$ cat src/sv/vag_pkg.sv
// Shared types and constants for the vector autoregression generator.
// Beat structs, operation codes, register indexes, controller/datapath bundles.
// No dependencies.
`default_nettype none

package vag_pkg;

  localparam int STRIDE     = 8;
  localparam int CH_W       = 3;
  localparam int LAG_FW     = 3;
  localparam int IDX_W      = 8;
  localparam int DATA_W     = 32;
  localparam int ACC_W      = 64;
  localparam int FRAC_W     = 16;
  localparam int CFG_IDX_W  = 2;
  localparam int CFG_DATA_W = 4;
  localparam int CNT_W      = 4;

  localparam int MAX_CHANNELS_DEF = 8;
  localparam int MAX_LAGS_DEF     = 4;

  localparam logic [1:0] OP_COEF = 2'd0;
  localparam logic [1:0] OP_ICPT = 2'd1;
  localparam logic [1:0] OP_HIST = 2'd2;
  localparam logic [1:0] OP_STEP = 2'd3;

  localparam logic [CFG_IDX_W-1:0] CFG_CHANNELS = 2'd0;
  localparam logic [CFG_IDX_W-1:0] CFG_LAGS     = 2'd1;
  localparam logic [CFG_IDX_W-1:0] CFG_ICPT     = 2'd2;

  typedef struct packed {
    logic [1:0]              operation;
    logic [IDX_W-1:0]        index;
    logic signed [DATA_W-1:0] value;
  } in_beat_t;

  typedef struct packed {
    logic [CH_W-1:0]          channel;
    logic signed [DATA_W-1:0] sample;
    logic                     last_of_step;
  } out_beat_t;

  typedef struct packed {
    logic              load;
    logic              start;
    logic              term;
    logic              hist_rd;
    logic              hist_wr;
    logic              row0_wr;
    logic              emit;
    logic              last;
    logic [LAG_FW-1:0] lag;
    logic [CH_W-1:0]   chan;
    logic [CH_W-1:0]   ch;
  } dp_cmd_t;

  typedef struct packed {
    logic pipe_busy;
    logic out_free;
  } dp_status_t;

endpackage

`default_nettype wire

$ cat src/sv/vag_ctrl.sv
// Controller: sequences loads, the multiply-accumulate sweep, result hand-off
// and the history shift at the end of each row. Depends on vag_pkg.
`default_nettype none

module vag_ctrl #(
  parameter int MAX_LAGS = vag_pkg::MAX_LAGS_DEF,
  parameter int PW       = $clog2(MAX_LAGS + 1)
) (
  input  wire                      clk,
  input  wire                      rst_n,
  input  wire                      in_valid,
  input  wire [1:0]                in_op,
  input  wire [vag_pkg::CNT_W-1:0] n_eff,
  input  wire [PW-1:0]             p_eff,
  input  vag_pkg::dp_status_t      status,
  output logic                     in_stall,
  output vag_pkg::dp_cmd_t         cmd
);
  import vag_pkg::*;

  localparam int LAG_W = (MAX_LAGS > 1) ? $clog2(MAX_LAGS) : 1;

  typedef enum logic [6:0] {
    S_IDLE     = 7'b0000001,
    S_MAC      = 7'b0000010,
    S_DRAIN    = 7'b0000100,
    S_EMIT     = 7'b0001000,
    S_SHIFT_RD = 7'b0010000,
    S_SHIFT_WR = 7'b0100000,
    S_ROW0     = 7'b1000000
  } state_t;

  state_t           state_r, state_nxt;
  logic [LAG_W-1:0] lag_r, lag_nxt;
  logic [CH_W-1:0]  chan_r, chan_nxt;
  logic [CH_W-1:0]  ch_r, ch_nxt;
  logic [CH_W-1:0]  next_ch_r, next_ch_nxt;

  logic [CH_W-1:0]  ch_sel, n_last;
  logic [LAG_W-1:0] p_last;
  logic             accept, is_last;

  assign accept  = in_valid && (state_r == S_IDLE);
  assign ch_sel  = ({1'b0, next_ch_r} >= n_eff) ? '0 : next_ch_r;
  assign n_last  = CH_W'(n_eff - CNT_W'(1));
  assign p_last  = LAG_W'(p_eff - PW'(1));
  assign is_last = (ch_r == n_last);

  always_comb begin
    state_nxt   = state_r;
    lag_nxt     = lag_r;
    chan_nxt    = chan_r;
    ch_nxt      = ch_r;
    next_ch_nxt = next_ch_r;
    cmd         = '0;
    cmd.lag     = LAG_FW'(lag_r);
    cmd.chan    = chan_r;
    cmd.ch      = ch_r;
    unique case (state_r)
      S_IDLE: begin
        if (accept) begin
          if (in_op == OP_STEP) begin
            cmd.start = 1'b1;
            cmd.ch    = ch_sel;
            ch_nxt    = ch_sel;
            lag_nxt   = '0;
            chan_nxt  = '0;
            state_nxt = S_MAC;
          end else begin
            cmd.load = 1'b1;
          end
        end
      end
      S_MAC: begin
        cmd.term = 1'b1;
        if (chan_r == n_last) begin
          chan_nxt = '0;
          if (lag_r == p_last) begin
            state_nxt = S_DRAIN;
          end else begin
            lag_nxt = lag_r + LAG_W'(1);
          end
        end else begin
          chan_nxt = chan_r + CH_W'(1);
        end
      end
      S_DRAIN: begin
        if (!status.pipe_busy) begin
          state_nxt = S_EMIT;
        end
      end
      S_EMIT: begin
        if (status.out_free) begin
          cmd.emit = 1'b1;
          cmd.last = is_last;
          if (is_last) begin
            next_ch_nxt = '0;
            chan_nxt    = '0;
            if (p_eff != PW'(1)) begin
              lag_nxt   = p_last;
              state_nxt = S_SHIFT_RD;
            end else begin
              state_nxt = S_ROW0;
            end
          end else begin
            next_ch_nxt = ch_r + CH_W'(1);
            state_nxt   = S_IDLE;
          end
        end
      end
      S_SHIFT_RD: begin
        cmd.hist_rd = 1'b1;
        cmd.lag     = LAG_FW'(lag_r - LAG_W'(1));
        state_nxt   = S_SHIFT_WR;
      end
      S_SHIFT_WR: begin
        cmd.hist_wr = 1'b1;
        state_nxt   = S_SHIFT_RD;
        if (chan_r == n_last) begin
          chan_nxt = '0;
          if (lag_r == LAG_W'(1)) begin
            state_nxt = S_ROW0;
          end else begin
            lag_nxt = lag_r - LAG_W'(1);
          end
        end else begin
          chan_nxt = chan_r + CH_W'(1);
        end
      end
      S_ROW0: begin
        cmd.row0_wr = 1'b1;
        if (chan_r == n_last) begin
          chan_nxt  = '0;
          state_nxt = S_IDLE;
        end else begin
          chan_nxt = chan_r + CH_W'(1);
        end
      end
      default: begin
        state_nxt = S_IDLE;
      end
    endcase
  end

  always_ff @(posedge clk) begin
    if (!rst_n) begin
      state_r   <= S_IDLE;
      lag_r     <= '0;
      chan_r    <= '0;
      ch_r      <= '0;
      next_ch_r <= '0;
    end else begin
      state_r   <= state_nxt;
      lag_r     <= lag_nxt;
      chan_r    <= chan_nxt;
      ch_r      <= ch_nxt;
      next_ch_r <= next_ch_nxt;
    end
  end

  assign in_stall = (state_r != S_IDLE);

endmodule

`default_nettype wire

$ cat config.mk
export PLATFORM = sky130hd
export DESIGN_NAME = vag_ctrl
export DESIGN_NICKNAME = d
export VERILOG_FILES = /design/src/sv/vag_pkg.sv /design/src/sv/vag_ctrl.sv
export SDC_FILE = /design/constraint.sdc
export NUM_CORES = 1
export LEC_CHECK = 0
export BUFFER_PORTS_ARGS = -buffer_cell sky130_fd_sc_hd__buf_4
export CELL_PAD_IN_SITES_DETAIL_PLACEMENT = 0
export CELL_PAD_IN_SITES_GLOBAL_PLACEMENT = 1
export CORE_UTILIZATION = 43
export DETAILED_ROUTE_END_ITERATION = 12
export PLACE_DENSITY_LB_ADDON = 0.1
export SETUP_SLACK_MARGIN = 0.02
export SKIP_LAST_GASP = 1
export SYNTH_ARGS = -nofsm -noshare
export SYNTH_HDL_FRONTEND = slang
export SYNTH_SLANG_ARGS = --single-unit
$ cat constraint.sdc
create_clock -name clk -period 3.95 [get_ports clk]
set_input_delay 0.5925 -clock clk [delete_from_list [all_inputs] [get_ports clk]]
set_output_delay 0.5925 -clock clk [all_outputs]
set_load 0.005 [all_outputs]
Yosys cells after proc, flatten, opt, wreduce, memory -nomap -nowiden
Index checks and enable logic that the tools add are counted.
{"block": "totals", "inputBits": 14, "elab_cells": 91, "reg_bits": 18}
{"block": "classes", "n_lt_le_gt_ge": 1, "n_eq_ne": 26, "n_addsub": 7, "muxes": 44, "reduce_logical": 8}
{"op": "two-way mux 7 bit", "count": 11}
{"op": "one-hot mux 7 bit (7 select lines)", "count": 1}
{"op": "two-way mux 3 bit", "count": 11}
{"op": "two-way mux 2 bit", "count": 13}
{"op": "!= test 2 bit, second input constant", "count": 11}
{"op": "AND reduction 10 bit", "count": 1}
{"op": "one-hot mux 3 bit (3 select lines)", "count": 1}
{"op": "one-hot mux 2 bit (4 select lines)", "count": 1}
{"op": "equality test 7 x 1 -> 1 bit, second input constant", "count": 1}
{"op": "equality test 7 x 2 -> 1 bit, second input constant", "count": 1}
{"op": "equality test 7 x 3 -> 1 bit, second input constant", "count": 1}
{"op": "equality test 7 x 4 -> 1 bit, second input constant", "count": 1}
{"op": "equality test 7 x 5 -> 1 bit, second input constant", "count": 1}
{"op": "equality test 7 x 6 -> 1 bit, second input constant", "count": 1}
{"op": "equality test 7 bit, second input constant", "count": 1}
{"op": "!= test 7 x 1 -> 1 bit, second input constant", "count": 1}
{"op": "AND reduction 7 bit", "count": 1}
{"op": "adder 3 x 1 -> 3 bit, second input constant", "count": 2}
{"op": "equality test 3 bit", "count": 2}
{"op": "two-way mux 1 bit", "count": 6}
{"op": "AND reduction 5 bit", "count": 1}
{"op": ">= comparator 3 x 4 -> 1 bit", "count": 1}
{"op": "nonzero test 4 bit", "count": 1}
{"op": "subtractor 2 x 1 -> 2 bit, second input constant", "count": 2}
{"op": "other kinds (12)", "count": 12}

Depth between registers and ports, before layout
{"block": "depth", "depth_word": 5, "depth_mapped": 7}

Worst setup path before layout
No wires, ideal clock.
{"block": "synth_path", "kind": "input to register", "start": "input port n_eff[0] (netlist name)", "end": "register lag_r[0]", "setup_ns": 0.118, "path_slack_ns": 1.592, "cell_stages": 7, "arrival_ns": 2.240, "n_path_buf": 0, "required_time_ns": 3.832, "path_cell_list": "inv_1 ha_1 xnor3_1 nand3_2 a22o_1 or4_4 mux2i_1"}
{"block": "synth_via", "elab_chain_len": 4, "word_cells_on_any_way": 7, "cone_classes": "add/sub: 1; eq/ne: 5; reduce/logical: 1"}
{"element": "start, declared", "line_no": "vag_ctrl.sv:13", "source": "input wire [vag_pkg::CNT_W-1:0] n_eff,"}
{"element": "subtractor 3 x 1 -> 3 bit *", "line_no": "vag_ctrl.sv:45", "source": "assign n_last = CH_W'(n_eff - CNT_W'(1));"}
{"element": "equality test 3 bit, on equally long branches", "line_no": "vag_ctrl.sv:76, vag_ctrl.sv:119, vag_ctrl.sv:47"}
{"element": "!= test 2 bit (no source line)"}
{"element": "AND reduction 10 bit (no source line) *"}
{"element": "end signal, assigned", "line_no": "vag_ctrl.sv:154", "source": "lag_r <= lag_nxt;"}
{"element": "end, declared", "line_no": "vag_ctrl.sv:34", "source": "logic [LAG_W-1:0] lag_r, lag_nxt;"}
Mark *: on every way between the ends. The rest lies on a longest branch, timed or not.
A chain may end at the register's enable or synchronous reset.

==> flow_metrics.py <==
metrics = {
    "global_routing": {
        "grt_use_total": 0.223,
        "overflow": 0,
        "grt_pass1_wl_um": 6040,
        "antenna_found_initial": 0,
        "grt_pass1_vias": 1321,
        "grt_max_degree": 15,
    },
    "sta": {
        "max_freq_ghz": 0.353,
        "slew_viol_final": 0,
        "relSlewSlack": 0.663,
        "setup_viol": 0,
        "setup_tns_ns": 0,
        "worstMarginPinSlew_ns": 0.504,
        "timing.final.crit_share": 0.717,
        "rsz0062_at_grt": "false",
        "skew_ns": 0.00520,
        "finalHoldViolations": 0,
        "setup_ws_ns": 1.12,
        "finalCriticalPeriod_ns": 2.83,
    },
    "pwr": {
        "clockPowerShare": 0.201,
        "power_frac_comb": 0.436,
        "seqPwrFrac": 0.363,
        "internal_power_w": 0.000373,
        "leakage_nw": 0.795,
        "p_sw_frac": 0.386,
        "irDropWorstVdd_mv": 0.125,
        "p_per_area_mw_per_mm2": 347,
        "netSwitchingPower_w": 0.000234,
    },
    "synthesis": {
        "synth_top_family_by_area": "simple AND/OR/NAND/NOR gates",
        "synth_nets": 207,
        "synth_edf_count": 0,
        "yosysSeqAreaShare": 0.244,
        "yosys_warnings": 0,
        "synth-simple-area-share": 0.327,
        "synthMuxAreaShare": 0.0135,
        "postSynthAreaPerCell_um2": 8.03,
        "synth_seq_cells": 18,
        "yosys.cell_types.count": 48,
        "syn-cell-area_mm2": 0.00148,
        "synthArstFlopShare": 0,
        "synth_compound_gate_area_share": 0.180,
        "synthFlopType": "dfxtp_1",
        "synth_cells": 184,
        "synth_fa_ha_area_frac": 0.0762,
        "synth-xor-area-share": 0.0898,
    },
    "min_path": {
        "hp-class": "flip-flop to flip-flop",
        "holdPathStages": 2,
    },
    "cells_and_area": {
        "drive_above_1_share": 0.212,
        "area_growth_pct": 18.5,
        "utilization": 0.555,
        "n_antenna_cell": 0,
        "fin_nets": 236,
    },
    "worst_setup_path": {
        "r2r_cells": 5,
        "worst_path_max_delay_cell": "or4_4",
        "path_cells": "or4_4 -> nor3_4 -> nand2_1 -> nor2_1 -> buf_4",
        "crit_path_start_kind": "flip-flop",
        "slowest_delay_ns": 0.62,
        "worst_setup_path_end_kind": "primary output",
        "cp.arrival_ns": 2.24,
        "path_class": "flip-flop to primary output",
        "critPathMaxFanout": 12,
        "cp.required_ns": 3.36,
    },
    "cts": {
        "cts_sinks": 18,
        "root_buffer": "clkbuf_4",
        "clk_pin_slew_worst_paths_ns": 0.11,
        "post_cts_buffers": 0,
        "clock_latency_ns": 0.31,
        "cts_made_buffers": 3,
        "cts-htree-levels": 1,
        "cts_buffer_depth": 2,
        "cts_tree": "yes",
        "hold_buffers": 0,
        "cts_repair_resize_count": 0,
    },
    "floorplan": {
        "rows": 20,
        "ios": 32,
        "coreArea_mm2": 0.00315,
        "initial_core_util": 0.469,
        "die_y_um": 60.6,
        "fp.dieW_um": 60.6,
        "die-area_mm2": 0.00367,
    },
    "routing": {
        "first_pass_iters": 4,
        "post-route-drc-count": 0,
        "routed_wl_um": 3700,
        "num_vias": 1455,
        "first_iter_violations": 85,
        "ant_nets": 0,
        "post_drt_via_cell_ratio": 5.68,
        "wl_per_cell_um": 14.4,
    },
    "place": {
        "place_congestion": 0.865,
        "dp_slack_ns": 1.34,
        "portBuffers": 31,
        "dpl.hpwl_um": 2900,
    },
    "run_status": {
        "outcome": "finished clean",
    },
    "flow_run": {
        "drv_cap": 0,
    },
}
## Yosys cell counts, drive strengths merged, types with 2 or more instances
master	count	share of area
o211ai	5	0.025
nor4b	3	0.036
nor2b	2	0.0085
a22o	2	0.012
and3	4	0.017
nand3	8	0.030
or4	2	0.015
nor3	10	0.045
o21ai	6	0.020
xor2	8	0.047
a31oi	2	0.0085
o22ai	3	0.013
inv	14	0.036
nand4b	2	0.012
buf	5	0.030
nor4	2	0.0085
nor3b	3	0.015
or3	2	0.0085
a21oi	16	0.054
nand4	2	0.0085
dfxtp	18	0.24
clkbuf	2	0.0051
nand2b	6	0.025
mux2i	2	0.014
nor2	7	0.018
ha	9	0.076
nand2	23	0.058
xnor2	2	0.012
xnor3	2	0.030
## critical path, delay by kind of cell, from the launching register on
kind                   cells  cell delay (ns)
and+or+nand+nor            4             1.35
DFF                        1             0.45
buffers and inverters      1             0.13
## per-layer routing
metal  part of all wire  track usage
met2               0.47        0.370
met3              0.066       0.0341
met5                  0            0
met4              0.015       0.0877
met1               0.44        0.292
## registers in the layout, indices dropped and copies added (netlist names)
name / flops
state_r: 7
ch_r: 3
chan_r: 3
next_ch_r: 3
lag_r: 2
## layout by cell type (no fill, tap or decap), types with 2 or more instances in the layout
master and count:
buf_4 31, nand2_1 23, dfxtp_1 18, a21oi_1 16, inv_1 13, ha_1 9, nor3_1 8, xor2_1 8
nand3_1 7, nor2_1 7, nand2b_1 6, o21ai_0 5, o211ai_1 5, and3_1 4, o22ai_1 3, nor3b_1 3
clkbuf_4 3, or4_4 2, or3_1 2, xnor2_1 2, xnor3_1 2, nand4b_1 2, nor4b_2 2, a22o_1 2
nor4_1 2, nor2b_1 2, a31oi_1 2, mux2i_1 2, nand4_1 2
## kinds of logic after synthesis
kind of cell / after synthesis
simple gates: 80
compound gates: 42
buf+inv: 21
flops: 18
xor+xnor: 12
fa+ha+maj: 9
mux: 2
## power by group through the flow
stage | clock, W | sequential (W) | combinational, W
2_1_floorplan | 0 | 0.000201 | 0.000220
3_3_place_gp | 0 | 0.000224 | 0.000259
3_5_place_dp | 0 | 0.000224 | 0.000264
4_1_cts | 0.000123 | 0.000220 | 0.000265
5_1_grt | 0.000132 | 0.000223 | 0.000292
6_report | 0.000122 | 0.000220 | 0.000265
## per-stage QoR
stage	hold WS (ns)	area, µm²	total power (W)	instances
final	0.489	1750	0.000608	256
after global routing	0.521	1750	0.000647	256
after CTS	0.491	1750	0.000608	256
after detailed placement	0.473	1710	0.000488	252
after global placement	0.468	1710	0.000483	252
after floorplan	0.449	1480	0.000421	184
## area by class of cell
cell class                 count  area [µm²]
inverter                      14        52.6
multi-input combinational    145        1010
clock buffer                   4        36.3
tap                           44        55.1
timing repair buffer          31         233
fill                         321        1400
sequential                    18         360
## path summary, 6_finish.rpt
kind                             startpoint                        end  slack, ns
hold reg to reg   next_ch_r[2]$_SDFFE_PN0P_  next_ch_r[2]$_SDFFE_PN0P_       0.49
hold / removal    next_ch_r[2]$_SDFFE_PN0P_  next_ch_r[2]$_SDFFE_PN0P_       0.49
setup / recovery    state_r[1]$_SDFFE_PN0P_                     cmd[9]       1.12
setup reg to reg    state_r[2]$_SDFFE_PN0P_    state_r[0]$_SDFFE_PN1P_       1.73
(Power assumes the default switching activity.)
